[config.mk]
export PLATFORM = sky130hd
export DESIGN_NAME = ctfgi_setup
export DESIGN_NICKNAME = d
export VERILOG_FILES = /design/src/hdl/ctfgi_pkg.sv /design/src/hdl/ctfgi_setup.sv
export SDC_FILE = /design/constraint.sdc
export NUM_CORES = 1
export LEC_CHECK = 0
export BUFFER_PORTS_ARGS = -buffer_cell sky130_fd_sc_hd__buf_4
export CAP_MARGIN = 20
export CORE_AREA = 2 2 223 225
export CTS_BUF_LIST = sky130_fd_sc_hd__clkbuf_16
export DETAILED_ROUTE_END_ITERATION = 7
export DIE_AREA = 0 0 225 227
export SLEW_MARGIN = 20
export SYNTH_ARGS = -nofsm -noshare
export SYNTH_HDL_FRONTEND = slang
export SYNTH_SLANG_ARGS = --single-unit
[constraint.sdc]
create_clock -name i_clk -period 11.4 [get_ports i_clk]
set_input_delay 0.57 -clock i_clk [delete_from_list [all_inputs] [get_ports i_clk]]
set_output_delay 0.57 -clock i_clk [all_outputs]
set_load 0.01 [all_outputs]
[src/hdl/ctfgi_pkg.sv]
// Shared constants, register codes and types for the coarse-to-fine grid index block.
`default_nettype none
package ctfgi_pkg;

    localparam int IDX_W     = 31;
    localparam int CFG_W     = 64;
    localparam int CFG_IDX_W = 3;
    localparam int DIMCNT_W  = 3;
    localparam int BIT_CNT_W = 5;

    localparam logic [IDX_W-1:0] IDX_LIMIT = 31'h7FFF_FFFF;

    localparam logic [CFG_IDX_W-1:0] REG_DIM_COUNT    = 3'd0;
    localparam logic [CFG_IDX_W-1:0] REG_COARSE_SIZES = 3'd1;
    localparam logic [CFG_IDX_W-1:0] REG_FINE_SIZES   = 3'd2;
    localparam logic [CFG_IDX_W-1:0] REG_COARSE_TOTAL = 3'd3;
    localparam logic [CFG_IDX_W-1:0] REG_FINE_TOTAL   = 3'd4;

    localparam logic [DIMCNT_W-1:0] RST_DIM_COUNT = 3'd4;
    localparam logic [CFG_W-1:0]    RST_SIZES     = 64'h0002_0002_0002_0002;
    localparam logic [IDX_W-1:0]    RST_TOTAL     = 31'd16;

    // Per-slot constants derived from the configuration
    typedef struct packed {
        logic             active;
        logic             skip;
        logic [IDX_W-1:0] cdiv;
        logic [IDX_W-1:0] fdiv;
    } t_slot_cfg;

endpackage
`default_nettype wire

[src/hdl/ctfgi_setup.sv]
// Sequential derivation of per-slot divisors and strides after reset or a register write.
`default_nettype none
module ctfgi_setup #(
    parameter int MAX_DIM = 4,
    parameter int SB      = 16,
    parameter int DCW     = 3
) (
    input  logic                        i_clk,
    input  logic                        i_rst_n,
    input  logic                        i_kick,
    input  logic [DCW-1:0]              i_dims,
    input  logic [SB-1:0]               i_coarse_f [MAX_DIM],
    input  logic [SB-1:0]               i_fine_f   [MAX_DIM],
    input  logic [ctfgi_pkg::IDX_W-1:0] i_coarse_total,
    input  logic [ctfgi_pkg::IDX_W-1:0] i_fine_total,
    output logic                        o_busy,
    output logic                        o_err,
    output ctfgi_pkg::t_slot_cfg        o_cfg   [MAX_DIM],
    output logic [SB-1:0]               o_nc_m1 [MAX_DIM],
    output logic [SB-1:0]               o_nf_m1 [MAX_DIM]
);

    localparam int W  = ctfgi_pkg::IDX_W;
    localparam int KW = (MAX_DIM > 1) ? $clog2(MAX_DIM) : 1;
    localparam int BW = ctfgi_pkg::BIT_CNT_W;

    localparam logic ST_IDLE = 1'b0;
    localparam logic ST_DIV  = 1'b1;

    logic                r_state;
    logic [DCW-1:0]      r_k;
    logic [BW-1:0]       r_bit;
    logic                r_err;
    logic [MAX_DIM-1:0]  r_active;
    logic [MAX_DIM-1:0]  r_skip;
    logic [W-1:0]        r_cdiv  [MAX_DIM];
    logic [W-1:0]        r_fdiv  [MAX_DIM];
    logic [SB-1:0]       r_nc_m1 [MAX_DIM];
    logic [SB-1:0]       r_nf_m1 [MAX_DIM];
    logic [W-1:0]        r_qc;
    logic [W-1:0]        r_qf;
    logic [SB-1:0]       r_rc;
    logic [SB-1:0]       r_rf;

    logic [DCW-1:0] w_jfull;
    logic [KW-1:0]  w_j;
    logic [KW-1:0]  w_k;
    logic [SB-1:0]  w_nc;
    logic [SB-1:0]  w_nf;
    logic [SB:0]    w_tc;
    logic [SB:0]    w_tf;
    logic           w_gc;
    logic           w_gf;
    logic [SB:0]    w_dc;
    logic [SB:0]    w_df;
    logic [W-1:0]   n_qc;
    logic [W-1:0]   n_qf;
    logic [SB-1:0]  n_rc;
    logic [SB-1:0]  n_rf;
    logic           w_last;

    // slot k handles dimension dims-1-k
    assign w_jfull = i_dims - DCW'(1) - r_k;
    assign w_j     = KW'(w_jfull);
    assign w_k     = KW'(r_k);
    assign w_nc    = i_coarse_f[w_j];
    assign w_nf    = i_fine_f[w_j];

    assign w_tc = {r_rc, r_qc[W-1]};
    assign w_tf = {r_rf, r_qf[W-1]};
    assign w_gc = w_tc >= {1'b0, w_nc};
    assign w_gf = w_tf >= {1'b0, w_nf};
    assign w_dc = w_tc - {1'b0, w_nc};
    assign w_df = w_tf - {1'b0, w_nf};
    assign n_rc = w_gc ? w_dc[SB-1:0] : w_tc[SB-1:0];
    assign n_rf = w_gf ? w_df[SB-1:0] : w_tf[SB-1:0];
    assign n_qc = {r_qc[W-2:0], w_gc};
    assign n_qf = {r_qf[W-2:0], w_gf};
    assign w_last = (r_bit == BW'(W - 1));

    always_ff @(posedge i_clk) begin
        if (!i_rst_n) begin
            r_state  <= ST_IDLE;
            r_k      <= '0;
            r_bit    <= '0;
            r_err    <= 1'b0;
            r_active <= '0;
        end else if (i_kick) begin
            r_state  <= (i_dims == '0) ? ST_IDLE : ST_DIV;
            r_k      <= '0;
            r_bit    <= '0;
            r_err    <= 1'b0;
            r_active <= '0;
        end else if (r_state == ST_DIV) begin
            if (w_last) begin
                r_bit         <= '0;
                r_k           <= r_k + DCW'(1);
                r_active[w_k] <= 1'b1;
                r_err         <= r_err | (w_nc == '0) | (w_nf == '0) | (n_qc == '0);
                if (r_k == i_dims - DCW'(1)) begin
                    r_state <= ST_IDLE;
                end
            end else begin
                r_bit <= r_bit + BW'(1);
            end
        end
    end

    always_ff @(posedge i_clk) begin
        if (i_kick) begin
            r_qc <= i_coarse_total;
            r_qf <= i_fine_total;
            r_rc <= '0;
            r_rf <= '0;
        end else if (r_state == ST_DIV) begin
            r_qc <= n_qc;
            r_qf <= n_qf;
            if (w_last) begin
                // quotient is the dividend of the next dimension
                r_rc         <= '0;
                r_rf         <= '0;
                r_cdiv[w_k]  <= n_qc;
                r_fdiv[w_k]  <= n_qf;
                r_nc_m1[w_k] <= w_nc - SB'(1);
                r_nf_m1[w_k] <= w_nf - SB'(1);
                r_skip[w_k]  <= (w_nc == SB'(1));
            end else begin
                r_rc <= n_rc;
                r_rf <= n_rf;
            end
        end
    end

    for (genvar g = 0; g < MAX_DIM; g++) begin : g_out
        assign o_cfg[g].active = r_active[g];
        assign o_cfg[g].skip   = r_skip[g];
        assign o_cfg[g].cdiv   = r_cdiv[g];
        assign o_cfg[g].fdiv   = r_fdiv[g];
        assign o_nc_m1[g]      = r_nc_m1[g];
        assign o_nf_m1[g]      = r_nf_m1[g];
    end

    assign o_busy = (r_state == ST_DIV);
    assign o_err  = r_err;

endmodule
`default_nettype wire

# --- Yosys cells after proc, flatten, opt, wreduce, memory -nomap -nowiden ---
# Memory sizes are Yosys's and may differ from the RTL's.
# Index checks and enable logic that the tools add are counted.
classes:
  eq_ne: 3
  magnitude_cmp: 5
  multipliers: 0
  div: 0
  n_mux: 27
  n_bitwise: 7
  shifts: 0
  reduce_logical: 9
  n_addsub: 8
ops:
  columns: ["cell", "count"]
  rows:
  - ["2-to-1 mux 16 bit", 8]
  - ["2-to-1 mux 31 bit", 4]
  - ["binary-select mux 16 bit (select 2 bit)", 2]
  - ["greater-or-equal comparator 17 x 16 -> 1 bit", 2]
  - ["zero test 16 bit", 2]
  - ["subtractor 16 x 1 -> 16 bit (second input constant)", 2]
  - ["subtractor 16 bit", 2]
  - ["zero test 31 bit", 1]
  - ["equality test 16 x 1 -> 1 bit (second input constant)", 1]
  - ["2-to-1 mux 1 bit", 10]
  - ["adder 5 x 1 -> 5 bit (second input constant)", 1]
  - ["equality test 5 bit (second input constant)", 1]
  - ["2-to-1 mux 5 bit", 1]
  - ["bitwise mux 4 bit", 1]
  - ["bitwise OR 4 bit", 1]
  - ["adder 3 x 1 -> 3 bit (second input constant)", 1]
  - ["equality test 3 bit", 1]
  - ["greater-or-equal comparator 3 bit (second input constant)", 1]
  - ["zero test 3 bit", 1]
  - ["less-than comparator 2 x 3 -> 1 bit (second input constant)", 1]
  - ["NOT 2 -> 3 bit", 1]
  - ["bitwise OR 1 bit", 3]
  - ["AND reduction 3 bit", 1]
  - ["subtractor 3 x 1 -> 3 bit (second input constant)", 1]
  - ["other kinds (8)", 9]
totals:
  latch_bits: 0
  ramBits: 376
  register_bits: 112
  memories: 4
  out_inout_bits: 386
  mem_bits_ro: 0
memory_table:
  columns: ["name", "depth", "width", "rd", "rd_clocked_by_memory_dff", "write_ports", "line_no", "rtl"]
  rows:
  - ["r_cdiv", 4, 31, 4, 0, 1, "ctfgi_setup.sv:36", "logic [W-1:0] r_cdiv [MAX_DIM];"]
  - ["r_fdiv", 4, 31, 4, 0, 1, "ctfgi_setup.sv:37", "logic [W-1:0] r_fdiv [MAX_DIM];"]
  - ["r_nc_m1", 4, 16, 4, 0, 1, "ctfgi_setup.sv:38", "logic [SB-1:0] r_nc_m1 [MAX_DIM];"]
  - ["r_nf_m1", 4, 16, 4, 0, 1, "ctfgi_setup.sv:39", "logic [SB-1:0] r_nf_m1 [MAX_DIM];"]

# --- Longest topological paths before layout ---
depth:
  word_depth: 10
  ltp_mapped: 19
  depth_no_buf: 16

# --- Least setup slack after synthesis ---
# No wires, ideal clock.
synth_path:
  path_kind: "input to register"
  startpoint: "input i_dims[0]"
  endpoint: "register r_rf[12]"
  required_ns: 11.213
  path_stages: 18
  path_slack_ns: 6.258
  arrival_time_ns: 4.955
  path_cell_list: "ha_1 -> buf_2 -> clkbuf_1 -> clkbuf_1 -> mux4_2 -> inv_1 -> ha_1 -> o21a_1 -> o21ai_0 -> nor2b_1 -> a21o_1 -> a21oi_1 -> o21ai_0 -> a21oi_1 -> buf_1 -> buf_1 -> mux2i_1 -> o22ai_1"
synth_via:
  elab_chain_cells: 9
  elab_cells_between_ends: 10
  cone_classes: "add/sub: 3; order compare: 1; mux: 5; bitwise: 1"
synth_lines:
  columns: ["element", "line_no", "rtl"]
  rows:
  - ["start, declared", "ctfgi_setup.sv:11", "input logic [DCW-1:0] i_dims,"]
  - ["subtractor 3 x 1 -> 3 bit", null, null]
  - ["subtractor 2 bit", "ctfgi_setup.sv:63", "assign w_jfull = i_dims - DCW'(1) - r_k;"]
  - ["NOT 2 -> 3 bit (implied by the code)", "ctfgi_setup.sv:67", "assign w_nf = i_fine_f[w_j];"]
  - ["binary-select mux 16 bit (select 2 bit)", "ctfgi_setup.sv:67", null]
  - ["2-to-1 mux 16 bit (implied by the code) (2 in a row)", "ctfgi_setup.sv:67", null]
  - ["greater-or-equal comparator 17 x 16 -> 1 bit", "ctfgi_setup.sv:72", "assign w_gf = w_tf >= {1'b0, w_nf};"]
  - ["net w_gf", "ctfgi_setup.sv:53", "logic w_gf;"]
  - ["2-to-1 mux 16 bit", "ctfgi_setup.sv:76", "assign n_rf = w_gf ? w_df[SB-1:0] : w_tf[SB-1:0];"]
  - ["2-to-1 mux 16 bit", "ctfgi_setup.sv:118", "if (w_last) begin"]
  - ["end signal, assigned", "ctfgi_setup.sv:129", "r_rf <= n_rf;"]
  - ["end, declared", "ctfgi_setup.sv:43", "logic [SB-1:0] r_rf;"]
# The timed path passes the listed nets, and every way through them passes these cells. The select of a mux whose other input is x is not followed.
# A chain may end at the register's enable or synchronous reset.

# --- Worst setup path in the final report ---
layout_path:
  startpoint: "register r_k[0]"
  endpoint: "register r_err, in the netlist o_err"
layout_via:
  elab_chain_cells: 9
  elab_cells_between_ends: 15
  cone_classes: "add/sub: 1; order compare: 1; mux: 6; bitwise: 4; reduce/logical: 3"
layout_lines:
  columns: ["element", "line_no", "rtl"]
  rows:
  - ["start, declared", "ctfgi_setup.sv:31", "logic [DCW-1:0] r_k;"]
  - ["start signal, assigned", "ctfgi_setup.sv:97", "r_k <= r_k + DCW'(1);"]
  - ["subtractor 2 bit *", "ctfgi_setup.sv:63", null]
  - ["NOT 2 -> 3 bit (implied by the code) *", "ctfgi_setup.sv:66, ctfgi_setup.sv:67", null]
  - ["branches (longest 6 deep; another with greater-or-equal comparator 17 x 16 -> 1 bit)", null, null]
  - ["bitwise OR 1 bit *", "ctfgi_setup.sv:99", "r_err <= r_err | (w_nc == '0) | (w_nf == '0) | (n_qc == '0);"]
  - ["end signal, assigned", "ctfgi_setup.sv:99", null]
  - ["end, declared", "ctfgi_setup.sv:33", "logic r_err;"]
# Mark *: on every way between the ends. The select of a mux whose other input is x is not followed.

==> flow_summary.yaml <==
yosys:
  yosysSeqAreaShare_pct: 75.1
  ys_seq_elements: 488
  synth_cell_types: 61
  syn_avg_cell_area_um2: 17.5
  synthArstFlopShare_pct: 0
  postSynthCellCount: 1081
  synth-edff-count: 442
  syn_nets: 1322
  ys.warnings.count: 0
  synth_ff_type: "edfxtp_1"
  synthesis.area_um2: 18900
clocking:
  post_cts_resize_count: 0
  cts_made_buffers: 49
  cts_hold_repair.buffers: 0
  clock_network_latency_to_the_later_pin_of_the_worst_skew_pair_ns: 0.58
  clock_sinks: 488
  worst_setup_hold_path_clk_slew_ns: 0.07
  tritoncts: "yes"
  clk_root_buffer_cell: "clkbuf_16"
  cts_setup_buffers: 0
  max-clock-path-buffers: 3
  htree_num_levels: 2
timing:
  max-slew-margin-rel_pct: 31.5
  fmax_ghz: 0.209
  hold_violations: 0
  final_min_period_over_clock_period_pct: 41.9
  tightest_slew_ns: 1.03
  clock_skew_ns: 0.0122
  finalCriticalPeriod_ns: 4.78
  rsz0062_at_grt: "false"
  timing.final.max_slew_violations: 0
  final.setup.tns_ns: 0
  setup_viol: 0
die:
  initial_core_util_pct: 38.9
  die_w_um: 225
  die_height_um: 227
  ioPinCount: 582
  core_region_area_um2: 48500
  dieArea_um2: 51100
  fp-row-count: 81
drt:
  initial_drc_count: 666
  routed_wl_per_cell_um: 23.2
  detailroute.via_count: 11800
  drt_drc_violations_left: 0
  drt_first_pass_iters: 5
  totalWireLength_mm: 54.8
  drtAntennaViolNets: 0
  via_per_inst: 4.98
power_and_ir_drop:
  switching_share_of_power_pct: 22.2
  pwr-share-comb_pct: 6.9
  net-switching-power_w: 0.000882
  power_density_nw_per_um2: 155
  power.sequential.fraction_pct: 51.8
  p_leak_nw: 9.92
  clkPwrFrac_pct: 41.3
  vdd_ir_drop_max_mv: 0.109
  internal_power_w: 0.00309
worst_setup_path:
  timing.critical_path.fanout_max: 39
  path_class: "flip-flop to flip-flop"
  worst_setup_start_kind: "flip-flop"
  critical_path_arrival_ns: 5.27
  critical_path.endpoint_type: "flip-flop"
  worst-r2r-cell-count: 13
  timing.critical_path.required_ns: 11.89
final_layout:
  final_layout_size_suffix_gt1_share_pct: 44.6
  finalCoreUtilization_pct: 52.9
  layout_stage_area_growth_over_the_synthesis_result_pct: 35.8
  fillers: 4037
  multi_input_comb_area_um2: 4450
  design.final.nets: 1935
  seq_cell_area_um2: 14200
global_route:
  track_usage_pct: 20.6
  vias_in_the_first_global_route: 11600
  global_route.overflow_total: 0
  antenna_violations_before_repair: 9
  largest_net_degree_at_the_start_of_global_routing: 68
  grt_first_pass_wirelength_mm: 77.1
place:
  hpwl_mm: 40.1
  routabilityCongestion: 0.839
  port_buffers: 581
outcome:
  outcome: "finished clean"
worst_hold_path:
  hold_path_depth: 3
  min-delay-path-class: "primary input to flip-flop"
flow_run:
  max-cap-violations: 0
through the flow:
step | hold slack [ns] | cell area [um^2] | setup slack, ns | cells | total power (W)
4_1_cts | 0.239 | 25700 | 6.37 | 2357 | 0.00401
3_5_place_dp | 0.448 | 24000 | 5.87 | 2265 | 0.00237
5_1_grt | 0.256 | 25700 | 6.18 | 2358 | 0.00411
3_3_place_gp | 0.439 | 24000 | 5.96 | 2265 | 0.00236
6_report | 0.280 | 25700 | 6.62 | 2359 | 0.00397
2_1_floorplan | 0.418 | 18900 | 6.26 | 1081 | 0.00224
synth_stat cells (3+ instances only):
| library cell | count | share of area (%) |
|---|---|---|
| a211oi_1 | 3 | 0.12 |
| a21o_1 | 12 | 0.48 |
| a21oi_1 | 30 | 0.79 |
| a22o_1 | 8 | 0.37 |
| a31oi_1 | 5 | 0.17 |
| and2_1 | 10 | 0.33 |
| and3_1 | 7 | 0.23 |
| buf_1 | 5 | 0.099 |
| buf_2 | 4 | 0.11 |
| clkbuf_1 | 19 | 0.38 |
| dfxtp_1 | 46 | 4.9 |
| edfxtp_1 | 442 | 70 |
| ha_1 | 43 | 2.8 |
| inv_1 | 46 | 0.91 |
| mux2_2 | 63 | 3.8 |
| mux2i_1 | 23 | 1.2 |
| mux4_2 | 28 | 3.3 |
| nand2_1 | 54 | 1.1 |
| nand2b_1 | 4 | 0.13 |
| nand3_1 | 5 | 0.13 |
| nand4_1 | 13 | 0.43 |
| nor2_1 | 38 | 0.75 |
| nor2b_1 | 4 | 0.13 |
| nor3_1 | 11 | 0.29 |
| nor3b_1 | 3 | 0.12 |
| nor4_1 | 13 | 0.43 |
| o21a_1 | 3 | 0.12 |
| o21ai_0 | 36 | 0.95 |
| o311ai_0 | 3 | 0.14 |
| or3_1 | 3 | 0.099 |
| xnor2_1 | 44 | 2.0 |
| xor2_1 | 17 | 0.79 |
sequential cells by signal (all words and copies together) (netlist names), 4 cells and up:
signal / count
r_fdiv: 124
r_bit: 5
r_skip: 4
r_nc_m1: 64
r_cdiv: 124
r_qc: 31
r_rf: 16
r_nf_m1: 64
r_rc: 16
r_qf: 31
r_active: 4
cell usage in the layout (no fill, tap or decap), types with 11 or more instances in the layout:
master,n
clkinv_1,11
nand2_1,54
nor3_1,11
mux4_2,28
clkbuf_16,50
mux2i_1,23
xor2_1,17
dfxtp_1,46
a21oi_1,29
nor2_1,37
ha_1,42
buf_4,591
nand4_1,13
inv_1,53
mux2_2,63
xnor2_1,44
nor4_1,13
o21ai_0,36
edfxtp_1,442
a21o_1,12
cells by family after synthesis:
group                    Yosys count  share of synthesized area, %
adder cells (fa/ha/maj)           47                          3.17
multiplexers                     117                          8.66
flip-flops                       488                          75.1
XOR/XNOR                          62                          2.95
buffers and inverters             75                          1.56
AO/OA/AOI/OAI                    120                          4.13
AND/OR/NAND/NOR                  172                          4.45
area by class of cell:
class / instances / area share, %
Antenna cell: 2 / 0.0195
Clock buffer: 50 / 4.87
Clock inverter: 42 / 1.51
Inverter: 46 / 0.677
Multi-Input combinational cell: 518 / 17.3
Sequential cell: 488 / 55.3
Tap cell: 622 / 3.03
Timing Repair Buffer: 591 / 17.3
critical path: stages, from the launching register on:
cell and delay [ns]:
dfxtp_1 0.37, ha_2 0.33, buf_4 0.52, mux4_1 0.70
inv_1 0.14, ha_1 0.27, and3_1 0.21, a31oi_1 0.21
a21boi_0 0.23, a2111oi_4 0.38, o21bai_2 0.15, a31o_2 0.49
or3_1 0.46, a211oi_1 0.19
per-layer routing:
metal / global-route usage (%) / vias to the layer above / wire length (um)
li1: - / 5418 / -
met1: 24.9 / 5769 / 21300
met2: 35.3 / 466 / 27200
met3: 7.24 / 88 / 4880
met4: 5.58 / 14 / 1280
met5: 0 / - / 92
power groups by stage:
| stage | clock network [W] | registers, W | logic [W] |
|---|---|---|---|
| floorplan | 0 | 0.00207 | 0.000169 |
| global placement | 0 | 0.00209 | 0.000271 |
| detailed placement | 0 | 0.00209 | 0.000277 |
| CTS | 0.00168 | 0.00205 | 0.000278 |
| global route | 0.00175 | 0.00206 | 0.000303 |
| finish | 0.00164 | 0.00205 | 0.000274 |
worst paths after layout:
check	to	slack (ns)	startpoint
worst min-delay path	o_busy	0.28	i_rst_n
worst max register to register	o_err	6.62	r_k[0]
worst min register to register	r_rf[15]	0.46	r_rf[15]
worst max-delay path	o_err	6.62	r_k[0]
Note: power is estimated with default switching activity, not from simulation.
